<file path="src/text_terminal_cursor_scroll_assert.svh">
// assertion macros for the text terminal block
`ifndef TEXT_TERMINAL_CURSOR_SCROLL_ASSERT_SVH
`define TEXT_TERMINAL_CURSOR_SCROLL_ASSERT_SVH
`ifndef SYNTH
// same-cycle implication, checked outside reset
`define TTCS_ASSERT_NOW(lbl, clk, rst_n, ante, cons) \
  lbl: assert property (@(posedge clk) disable iff (!rst_n) (ante) |-> (cons)) \
    else $error("ttcs assertion failed");
// next-cycle implication, checked outside reset
`define TTCS_ASSERT_NEXT(lbl, clk, rst_n, ante, cons) \
  lbl: assert property (@(posedge clk) disable iff (!rst_n) (ante) |=> (cons)) \
    else $error("ttcs assertion failed");
`else
`define TTCS_ASSERT_NOW(lbl, clk, rst_n, ante, cons)
`define TTCS_ASSERT_NEXT(lbl, clk, rst_n, ante, cons)
`endif
`endif

</file>
<file path="src/ttcs_pkg.sv">
// types, constants and helpers shared by the text terminal modules
package ttcs_pkg;

  localparam int COLS       = 80;
  localparam int ROWS       = 25;
  localparam int CELLS      = ROWS * COLS;
  localparam int ADDR_W     = $clog2(CELLS);
  localparam int CELL_W     = 16;
  localparam int ROW_W      = 5;
  localparam int COL_W      = 7;
  localparam int ROW_IN_W   = 6;
  localparam int TAB_BLANKS = 4;
  localparam int TAB_K_W    = $clog2(TAB_BLANKS);

  localparam logic [7:0] CH_NEWLINE  = 8'd10;
  localparam logic [7:0] CH_TAB      = 8'd9;
  localparam logic [7:0] CH_BLANK    = 8'd32;
  localparam logic [7:0] COLOR_RESET = 8'd135;

  typedef enum logic [1:0] {
    OP_PUT_CUR = 2'd0,
    OP_PUT_XY  = 2'd1,
    OP_READ    = 2'd2,
    OP_CLEAR   = 2'd3
  } op_t;

  typedef enum logic [3:0] {
    S_IDLE,
    S_EXEC,
    S_RDATA,
    S_TAB,
    S_WRAP,
    S_PUT,
    S_SWEEP,
    S_DRAIN,
    S_RESP
  } state_t;

  typedef struct packed {
    logic              we;
    logic [ADDR_W-1:0] waddr;
    logic [CELL_W-1:0] wdata;
    logic [ADDR_W-1:0] raddr;
  } mem_req_t;

  function automatic logic [ADDR_W-1:0] cell_addr(input logic [ROW_IN_W-1:0] row,
                                                  input logic [COL_W-1:0] col);
    return ADDR_W'(int'(row) * COLS + int'(col));
  endfunction

endpackage

</file>
<file path="src/ttcs_ctrl.sv">
// sequencer: cursor state, cell store sweeps and result register
`include "text_terminal_cursor_scroll_assert.svh"
module ttcs_ctrl (
  input  logic                           clk,
  input  logic                           rst_n,
  input  logic                           in_tvalid,
  output logic                           in_tready,
  input  logic [23:0]                    in_tdata,
  input  logic [1:0]                     in_tuser,
  output logic                           out_tvalid,
  input  logic                           out_tready,
  output logic [31:0]                    out_tdata,
  input  logic                           cfg_wr_en,
  input  logic [7:0]                     cfg_wr_data,
  output ttcs_pkg::mem_req_t             mem_req,
  input  logic [ttcs_pkg::CELL_W-1:0]    mem_rdata
);

  localparam logic [ttcs_pkg::COL_W-1:0]  COLS_C = ttcs_pkg::COL_W'(ttcs_pkg::COLS);
  localparam logic [ttcs_pkg::ROW_W-1:0]  ROWS_C = ttcs_pkg::ROW_W'(ttcs_pkg::ROWS);
  localparam logic [ttcs_pkg::ADDR_W-1:0] LAST_A = ttcs_pkg::ADDR_W'(ttcs_pkg::CELLS - 1);
  localparam logic [ttcs_pkg::ADDR_W-1:0] BOT_A  =
    ttcs_pkg::ADDR_W'(ttcs_pkg::CELLS - ttcs_pkg::COLS);
  localparam logic [ttcs_pkg::ADDR_W-1:0] COLS_A = ttcs_pkg::ADDR_W'(ttcs_pkg::COLS);

  ttcs_pkg::state_t                  state_r, state_nxt;
  ttcs_pkg::state_t                  ret_r, ret_nxt;
  ttcs_pkg::op_t                     op_r, op_nxt;
  logic [7:0]                        ch_r, ch_nxt;
  logic [ttcs_pkg::COL_W-1:0]        col_in_r, col_in_nxt;
  logic [ttcs_pkg::ROW_IN_W-1:0]     row_in_r, row_in_nxt;
  logic [ttcs_pkg::ROW_W-1:0]        row_r, row_nxt;
  logic [ttcs_pkg::COL_W-1:0]        col_r, col_nxt;
  logic [7:0]                        text_color_r, text_color_nxt;
  logic [7:0]                        fill_color_r, fill_color_nxt;
  logic [ttcs_pkg::ADDR_W-1:0]       idx_r, idx_nxt;
  logic                              copy_r, copy_nxt;
  logic [ttcs_pkg::TAB_K_W-1:0]      tab_k_r, tab_k_nxt;
  logic                              wr_pend_r, wr_pend_nxt;
  logic [ttcs_pkg::ADDR_W-1:0]       wr_addr_r, wr_addr_nxt;
  logic                              wr_blank_r, wr_blank_nxt;
  logic                              scrolled_r, scrolled_nxt;
  logic [ttcs_pkg::CELL_W-1:0]       cell_r, cell_nxt;
  logic                              out_valid_r, out_valid_nxt;
  logic [31:0]                       out_data_r, out_data_nxt;

  logic                              xy_ok;
  logic                              printable;
  logic [ttcs_pkg::ROW_W-1:0]        row_w;
  logic [ttcs_pkg::COL_W-1:0]        col_w;
  ttcs_pkg::state_t                  after_wrap;

  assign in_tready  = (state_r == ttcs_pkg::S_IDLE);
  assign out_tvalid = out_valid_r;
  assign out_tdata  = out_data_r;

  assign xy_ok     = (col_in_r < COLS_C) &&
                     (row_in_r < ttcs_pkg::ROW_IN_W'(ttcs_pkg::ROWS));
  assign printable = (ch_r != ttcs_pkg::CH_NEWLINE) && (ch_r != ttcs_pkg::CH_TAB);

  always_ff @(posedge clk) begin
    if (!rst_n) begin
      state_r      <= ttcs_pkg::S_SWEEP;
      ret_r        <= ttcs_pkg::S_IDLE;
      row_r        <= '0;
      col_r        <= '0;
      text_color_r <= ttcs_pkg::COLOR_RESET;
      fill_color_r <= ttcs_pkg::COLOR_RESET;
      idx_r        <= '0;
      copy_r       <= 1'b0;
      wr_pend_r    <= 1'b0;
      out_valid_r  <= 1'b0;
    end else begin
      state_r      <= state_nxt;
      ret_r        <= ret_nxt;
      row_r        <= row_nxt;
      col_r        <= col_nxt;
      text_color_r <= text_color_nxt;
      fill_color_r <= fill_color_nxt;
      idx_r        <= idx_nxt;
      copy_r       <= copy_nxt;
      wr_pend_r    <= wr_pend_nxt;
      out_valid_r  <= out_valid_nxt;
    end
    op_r       <= op_nxt;
    ch_r       <= ch_nxt;
    col_in_r   <= col_in_nxt;
    row_in_r   <= row_in_nxt;
    tab_k_r    <= tab_k_nxt;
    wr_addr_r  <= wr_addr_nxt;
    wr_blank_r <= wr_blank_nxt;
    scrolled_r <= scrolled_nxt;
    cell_r     <= cell_nxt;
    out_data_r <= out_data_nxt;
  end

  always_comb begin
    state_nxt      = state_r;
    ret_nxt        = ret_r;
    op_nxt         = op_r;
    ch_nxt         = ch_r;
    col_in_nxt     = col_in_r;
    row_in_nxt     = row_in_r;
    row_nxt        = row_r;
    col_nxt        = col_r;
    text_color_nxt = cfg_wr_en ? cfg_wr_data : text_color_r;
    fill_color_nxt = fill_color_r;
    idx_nxt        = idx_r;
    copy_nxt       = copy_r;
    tab_k_nxt      = tab_k_r;
    wr_pend_nxt    = 1'b0;
    wr_addr_nxt    = wr_addr_r;
    wr_blank_nxt   = wr_blank_r;
    scrolled_nxt   = scrolled_r;
    cell_nxt       = cell_r;
    out_valid_nxt  = out_valid_r && !out_tready;
    out_data_nxt   = out_data_r;
    row_w          = row_r;
    col_w          = col_r;
    after_wrap     = printable ? ttcs_pkg::S_PUT : ttcs_pkg::S_RESP;

    mem_req = '0;
    // delayed write stage of a sweep: copy a cell up from the row below or lay a blank
    if (wr_pend_r) begin
      mem_req.we    = 1'b1;
      mem_req.waddr = wr_addr_r;
      mem_req.wdata = wr_blank_r ? {fill_color_r, ttcs_pkg::CH_BLANK} : mem_rdata;
    end

    case (state_r)
      ttcs_pkg::S_IDLE: begin
        if (in_tvalid) begin
          op_nxt       = ttcs_pkg::op_t'(in_tuser);
          ch_nxt       = in_tdata[7:0];
          col_in_nxt   = in_tdata[14:8];
          row_in_nxt   = in_tdata[20:15];
          scrolled_nxt = 1'b0;
          cell_nxt     = '0;
          state_nxt    = ttcs_pkg::S_EXEC;
        end
      end
      ttcs_pkg::S_EXEC: begin
        case (op_r)
          ttcs_pkg::OP_PUT_CUR: begin
            if (ch_r == ttcs_pkg::CH_TAB) begin
              tab_k_nxt = '0;
              state_nxt = ttcs_pkg::S_TAB;
            end else begin
              if (ch_r == ttcs_pkg::CH_NEWLINE) begin
                row_nxt = row_r + 1'b1;
                col_nxt = '0;
              end
              state_nxt = ttcs_pkg::S_WRAP;
            end
          end
          ttcs_pkg::OP_PUT_XY: begin
            if (xy_ok) begin
              mem_req.we    = 1'b1;
              mem_req.waddr = ttcs_pkg::cell_addr(row_in_r, col_in_r);
              mem_req.wdata = {text_color_r, ch_r};
            end
            state_nxt = ttcs_pkg::S_RESP;
          end
          ttcs_pkg::OP_READ: begin
            if (xy_ok) begin
              mem_req.raddr = ttcs_pkg::cell_addr(row_in_r, col_in_r);
              state_nxt     = ttcs_pkg::S_RDATA;
            end else begin
              state_nxt = ttcs_pkg::S_RESP;
            end
          end
          ttcs_pkg::OP_CLEAR: begin
            row_nxt        = '0;
            col_nxt        = '0;
            idx_nxt        = '0;
            copy_nxt       = 1'b0;
            fill_color_nxt = text_color_r;
            ret_nxt        = ttcs_pkg::S_RESP;
            state_nxt      = ttcs_pkg::S_SWEEP;
          end
          default: begin
            state_nxt = ttcs_pkg::S_RESP;
          end
        endcase
      end
      ttcs_pkg::S_RDATA: begin
        cell_nxt  = mem_rdata;
        state_nxt = ttcs_pkg::S_RESP;
      end
      ttcs_pkg::S_TAB: begin
        // blanks past the last column are dropped
        if (col_r < COLS_C) begin
          mem_req.we    = 1'b1;
          mem_req.waddr = ttcs_pkg::cell_addr({1'b0, row_r}, col_r);
          mem_req.wdata = {text_color_r, ttcs_pkg::CH_BLANK};
        end
        col_nxt   = col_r + 1'b1;
        tab_k_nxt = tab_k_r + 1'b1;
        if (tab_k_r == ttcs_pkg::TAB_K_W'(ttcs_pkg::TAB_BLANKS - 1)) begin
          state_nxt = ttcs_pkg::S_WRAP;
        end
      end
      ttcs_pkg::S_WRAP: begin
        if (col_r >= COLS_C) begin
          row_w = row_r + 1'b1;
          col_w = '0;
        end
        col_nxt = col_w;
        if (row_w >= ROWS_C) begin
          row_nxt        = row_w - 1'b1;
          scrolled_nxt   = 1'b1;
          idx_nxt        = '0;
          copy_nxt       = 1'b1;
          fill_color_nxt = text_color_r;
          ret_nxt        = after_wrap;
          state_nxt      = ttcs_pkg::S_SWEEP;
        end else begin
          row_nxt   = row_w;
          state_nxt = after_wrap;
        end
      end
      ttcs_pkg::S_PUT: begin
        mem_req.we    = 1'b1;
        mem_req.waddr = ttcs_pkg::cell_addr({1'b0, row_r}, col_r);
        mem_req.wdata = {text_color_r, ch_r};
        col_nxt       = col_r + 1'b1;
        state_nxt     = ttcs_pkg::S_RESP;
      end
      ttcs_pkg::S_SWEEP: begin
        // read the cell one row below and write it here next cycle, or lay a blank
        wr_pend_nxt  = 1'b1;
        wr_addr_nxt  = idx_r;
        wr_blank_nxt = !copy_r || (idx_r >= BOT_A);
        if (copy_r && (idx_r < BOT_A)) begin
          mem_req.raddr = idx_r + COLS_A;
        end
        if (idx_r == LAST_A) begin
          state_nxt = ttcs_pkg::S_DRAIN;
        end else begin
          idx_nxt = idx_r + 1'b1;
        end
      end
      ttcs_pkg::S_DRAIN: begin
        state_nxt = ret_r;
      end
      ttcs_pkg::S_RESP: begin
        if (!out_valid_r || out_tready) begin
          out_valid_nxt = 1'b1;
          out_data_nxt  = {3'b000, scrolled_r, col_r, row_r, cell_r};
          state_nxt     = ttcs_pkg::S_IDLE;
        end
      end
      default: begin
        state_nxt = ttcs_pkg::S_IDLE;
      end
    endcase
  end

  `TTCS_ASSERT_NOW(a_wr_in_range, clk, rst_n, mem_req.we, mem_req.waddr <= LAST_A)
  `TTCS_ASSERT_NOW(a_cursor_idle, clk, rst_n, state_r == ttcs_pkg::S_IDLE, (row_r < ROWS_C) && (col_r <= COLS_C))
  `TTCS_ASSERT_NEXT(a_accept_exec, clk, rst_n, in_tvalid && in_tready, state_r == ttcs_pkg::S_EXEC)
  `TTCS_ASSERT_NOW(a_pend_sweep, clk, rst_n, wr_pend_r, (state_r == ttcs_pkg::S_SWEEP) || (state_r == ttcs_pkg::S_DRAIN))

endmodule
</file>
<file path="config.mk">
export PLATFORM = sky130hd
export DESIGN_NAME = ttcs_ctrl
export DESIGN_NICKNAME = d
export VERILOG_FILES = /design/src/ttcs_pkg.sv /design/src/ttcs_ctrl.sv
export VERILOG_INCLUDE_DIRS = /design/src /design/src/src
export SDC_FILE = /design/constraint.sdc
export NUM_CORES = 1
export LEC_CHECK = 0
export ABC_AREA = 1
export ABC_CLOCK_PERIOD_IN_PS = 4400
export BUFFER_PORTS_ARGS = -buffer_cell sky130_fd_sc_hd__buf_2
export CAP_MARGIN = 20
export CORE_ASPECT_RATIO = 1.2
export CORE_MARGIN = 2
export CORE_UTILIZATION = 55
export DETAILED_ROUTE_END_ITERATION = 7
export PLACE_DENSITY = 0.79
export SETUP_SLACK_MARGIN = 0.02
export SLEW_MARGIN = 20
export SYNTH_ARGS = -nofsm -noshare
export SYNTH_HDL_FRONTEND = slang
export SYNTH_SLANG_ARGS = --single-unit
</file>
<file path="constraint.sdc">
create_clock -name clk -period 4.4 [get_ports clk]
set_input_delay 0.66 -clock clk [delete_from_list [all_inputs] [get_ports clk]]
set_output_delay 0.66 -clock clk [all_outputs]
set_load 0.05 [all_outputs]
</file>
### Word-level counts from Yosys, hierarchy flattened

Index checks and enable logic that the tools add are counted.

* flip-flop bits (word level): 133
* output and inout bits: 73
* input bits: 55
* word-level logic and storage cells: 151

* $mul: 2
* reductions and logical operators: 29
* add/subtract/negate cells: 8
* equality and inequality tests: 30
* muxes and demuxes: 55
* order comparisons: 7

Operator list (count)
* $mux W28: 4
* $pmux W28 S3: 1
* $mux W11: 6
* $mux W4: 9
* $pmux W11 S3: 1
* $mux W16: 2
* $pmux W16 S2: 1
* $pmux W4 S8: 1
* $mux W5: 5
* $add A11 B7 Y11: 2
* $pmux W11 S2: 1
* $mux W7: 3
* $pmux W7 S3: 1
* $pmux W5 S2: 2
* $eq A4 B3 Y1 const B: 4
* $eq A8 B4 Y1 const B: 2
* $mux W8: 2
* $ne A2 B2 Y1 const B: 8
* $ne A8 B4 Y1 const B: 2
* $pmux W4 S4: 1
* $pmux W8 S2: 1
* $lt A7 B7 Y1 const B: 2
* $pmux W7 S2: 1
* $reduce_and A4 Y1: 3
* 39 further kinds: 66

### Logic depth before layout (Yosys ltp)

* depth in word-level cells: 6
* gate-level depth with buffers: 14
* gate-level depth less buffers: 13

### Least setup slack after synthesis

No wires, ideal clock.

* path kind: register to register
* start point: register state_r[1]
* end point: register cell_r[0] (netlist name) (enable)
* stages on the path, launching flop included: 7
* setup time: 0.411 ns
* path buffers: 1
* arrival: 3.197 ns
* data required time: 3.989 ns
* setup slack: 0.792 ns
* cell sequence: dfxtp_1 > buf_4 > nor2_1 > inv_1 > nor3_1 > inv_1 > o21ai_0

* longest elaborated chain between the ends: 3
* elaborated cells on any way between the ends: 5
* those cells by class: 2 x eq/ne; 3 x reduce/logical

RTL lines
* start: declaration: RTL line ttcs_ctrl.sv:26 `ttcs_pkg::state_t state_r, state_nxt;`
* start signal: assignment: RTL line ttcs_ctrl.sv:63 `state_r <= ttcs_pkg::S_SWEEP;`
* start signal: assignment: RTL line ttcs_ctrl.sv:74 `state_r <= state_nxt;`
* $logic_not A4 Y1 *
* via in_tready: RTL line ttcs_ctrl.sv:7 `output logic in_tready,`
* $ne A2 B2 Y1 (no line) / $reduce_bool A2 Y1 (equally long branches)
* $reduce_and A2 Y1 (no line) *
* end signal: assignment: RTL line ttcs_ctrl.sv:93 `cell_r <= cell_nxt;`
* end: declaration: RTL line ttcs_ctrl.sv:43 `logic [ttcs_pkg::CELL_W-1:0] cell_r, cell_nxt;`

The timed path passes the listed nets; every way through them passes the cells marked *.
A chain may end at the register's enable or synchronous reset.

==> metrics.txt <==
type of origin of the critical path=flip-flop; Reg area=3450 um^2; CTS Sinks=131; CTS tree=built; clk_skew=10.5 ps; postcts setup bufs=0; Mapped Area=7010 um^2; slew margin rel.=42.9%; ys async rst share=0%; WP data arrival=2920 ps; slowest CP cell=o21ai_0; Post-synth top cells=158 x nand2_1, 101 x nand3_1, 98 x inv_1; number of buffers created by CTS=17; share of cells above drive strength 1=between 20 and 25%; Hold Path Depth=1; final net count=1029; final max-slew violation count=0; number of flops mapped to enable cells by yosys=83; GRT Residual Overflow=0; setup_tns=0 ps; RSZ-0062 raised after global routing=no; max incr delay on CP=~460 ps; clk slew on worst S/H paths=70 ps; area leader, netlist=edfxtp_1; Clock Path Buffers=2; status=completed; Most used DFF post-synth=edfxtp_1; Leakage=3.74 nW; clk_lat worst skew=420 ps; FMAX=about 0.28 GHz; fill cell count=~1000; Avg Cell Area, Syn=about 8.6 um^2; Root Driver=clkbuf_16; multi-input logic area=3030 um^2; I/O pin total=about 130; drt wl/cell=14.7 um; die width=107 um; top cells by area, synth=edfxtp_1 36%, dfxtp_1 14%, nand2_1 8.5%; IR drop worst, VDD=0.287 mV; unique cell type count in the Yosys netlist=a little over 40; Worst R2R Path Depth=8; hold crit path type=in2reg; CP required=3740 ps; number of H-tree levels=4; period utilization=between 80% and 90%; Final Hold Violating Endpoints=0; Cell Chain, Critical Path=nor3_1 -> o21ai_0 -> nor2_1 -> inv_1 -> nand2_1 -> nand2_1 -> buf_4 -> nand3_1 -> o211ai_1 -> buf_2; detailed-route wire length=16.4 mm; Synth top area share=35.6%; Yosys warnings=0; crit end category=output port; final setup vio count=0; port buffer count=121; ANT nets after route=0; die area=13700 um^2; Initial DRC Count=478; largest net degree at the start of global routing=30; first-pass GRT wire length=26.0 mm; Die Ht=128 um; CTS Hold Buffers Added=0; Slew @ Worst Pin=about 850 ps; pre-CTS setup slack=1320 ps; sequential-to-total area share from yosys stat=49.3%; setup ws final=821 ps; Via density=about 5.5; Cells after Synth=818; vias=6108; Resized cells post-CTS=0; ant diodes=0; min Tclk post-route=3580 ps; core area=about 13000 um^2; count leader, synth=nand2_1; RePlAce Congestion=0.912; vias in the first global route=5558; number of synthesized register bits=~130; antenna violations before repair=0; class of the most critical setup path=reg2out; DR DRC count=0; Max-Cap Viols=0; total track usage=24.5%; Pwr Density=~540 nW/um^2; # rows=45; DR pass1 iterations=5; Detailed Place HPWL=12.1 mm; Area growth syn-to-layout=19.1%; most frequent CP cell=nand2_1; Starting Density=55.8%; Worst Path Max Fanout=24
==> stage by stage <==
| step | total power [mW] | hold WS [ps] | std cells | area (um^2) | util [%] |
|---|---|---|---|---|---|
| after floorplan | 2.78 | 400 | 820 | 7010 | - |
| after CTS | 4.51 | 403 | 1118 | 8350 | 66.5 |
| final | 4.50 | 408 | 1118 | 8350 | 66.5 |
| after global routing | 4.73 | 400 | 1118 | 8350 | 66.5 |
| after global placement | 3.07 | 401 | 1086 | 7730 | 61.6 |
| after detailed placement | 3.10 | 406 | 1086 | 7740 | 61.6 |
==> cells in the final DEF (no fill, tap or decap), types with 6 or more instances in the layout <==
| cell type | instances |
|---|---|
| nand2_2 | 7 |
| clkbuf_16 | 17 |
| xnor2_1 | 8 |
| ha_1 | 29 |
| edfxtp_1 | 83 |
| o21ai_1 | 11 |
| xor2_1 | 12 |
| o211ai_1 | 8 |
| nand3_1 | 101 |
| buf_2 | 121 |
| a21oi_1 | 54 |
| o21ai_0 | 19 |
| inv_2 | 8 |
| nand2_1 | 158 |
| or2_2 | 6 |
| nor3_1 | 10 |
| dfxtp_1 | 48 |
| inv_8 | 9 |
| inv_1 | 98 |
| o22ai_1 | 9 |
| nand4_1 | 16 |
| nor2_1 | 74 |
==> cell type report <==
type,instances,area share [%]
Sequential cell,131,41.4
Multi-Input combinational cell,557,36.3
Timing Repair Buffer,126,7.71
Clock buffer,17,5.10
Inverter,108,4.86
Tap cell,164,2.46
Clock inverter,15,2.16
==> flip-flops by register name, summed over array words and instances (netlist names), 6 cells and up <==
name	flops
fill_color_r	8
col_r	7
text_color_r	8
cell_r	16
row_in_r	6
col_in_r	7
wr_addr_r	11
idx_r	11
ch_r	8
out_tdata	29
==> worst max-delay path, delay by kind of cell (launching register included) <==
| kind | cells | cell delay (ps) |
|---|---|---|
| AO/OA/AOI/OAI | 2 | 610 |
| buffers and inverters | 3 | 770 |
| flip-flops | 1 | 440 |
| AND/OR/NAND/NOR | 5 | 660 |
==> report_power, final <==
part           internal, mW  switching [mW]  total (mW)
clock                 0.818           0.602        1.42
sequential             1.53           0.126        1.65
combinational         0.393            1.04        1.43
total                  2.74            1.77        4.50
==> cells by family (layout without fill, tap and decap cells) <==
| group | after synthesis | after routing | synth area share (%) |
|---|---|---|---|
| compound gates | 112 | 112 | 8.86 |
| xor+xnor | 20 | 20 | 2.50 |
| fa+ha+maj | 33 | 33 | 6.32 |
| buf+inv | 132 | 266 | 7.70 |
| flops | 131 | 131 | 49.3 |
| other cells | 1 | 3 | 0.0535 |
| simple gates | 389 | 389 | 25.3 |
==> metal layers <==
layer  routed length (um)  track usage, %  vias to the layer above
met5                    0               0                        -
met1                 6620            30.6                     2790
met4                  441            10.2                        0
met3                 1190            3.93                       43
li1                     -               -                     3002
met2                 8190            42.3                      273
==> path summary, 6_finish.rpt <==
| path | slack [ps] | endpoint | from |
|---|---|---|---|
| min reg2reg | 420 | out_tdata[0] | cell_r[0] |
| min | 410 | col_in_r[1] | in_tdata[9] |
| max | 820 | mem_req[30] | row_in_r[1] |
| max reg2reg | 1980 | idx_r[10] | state_r[1] |
Power figures use the tool's default switching activity.
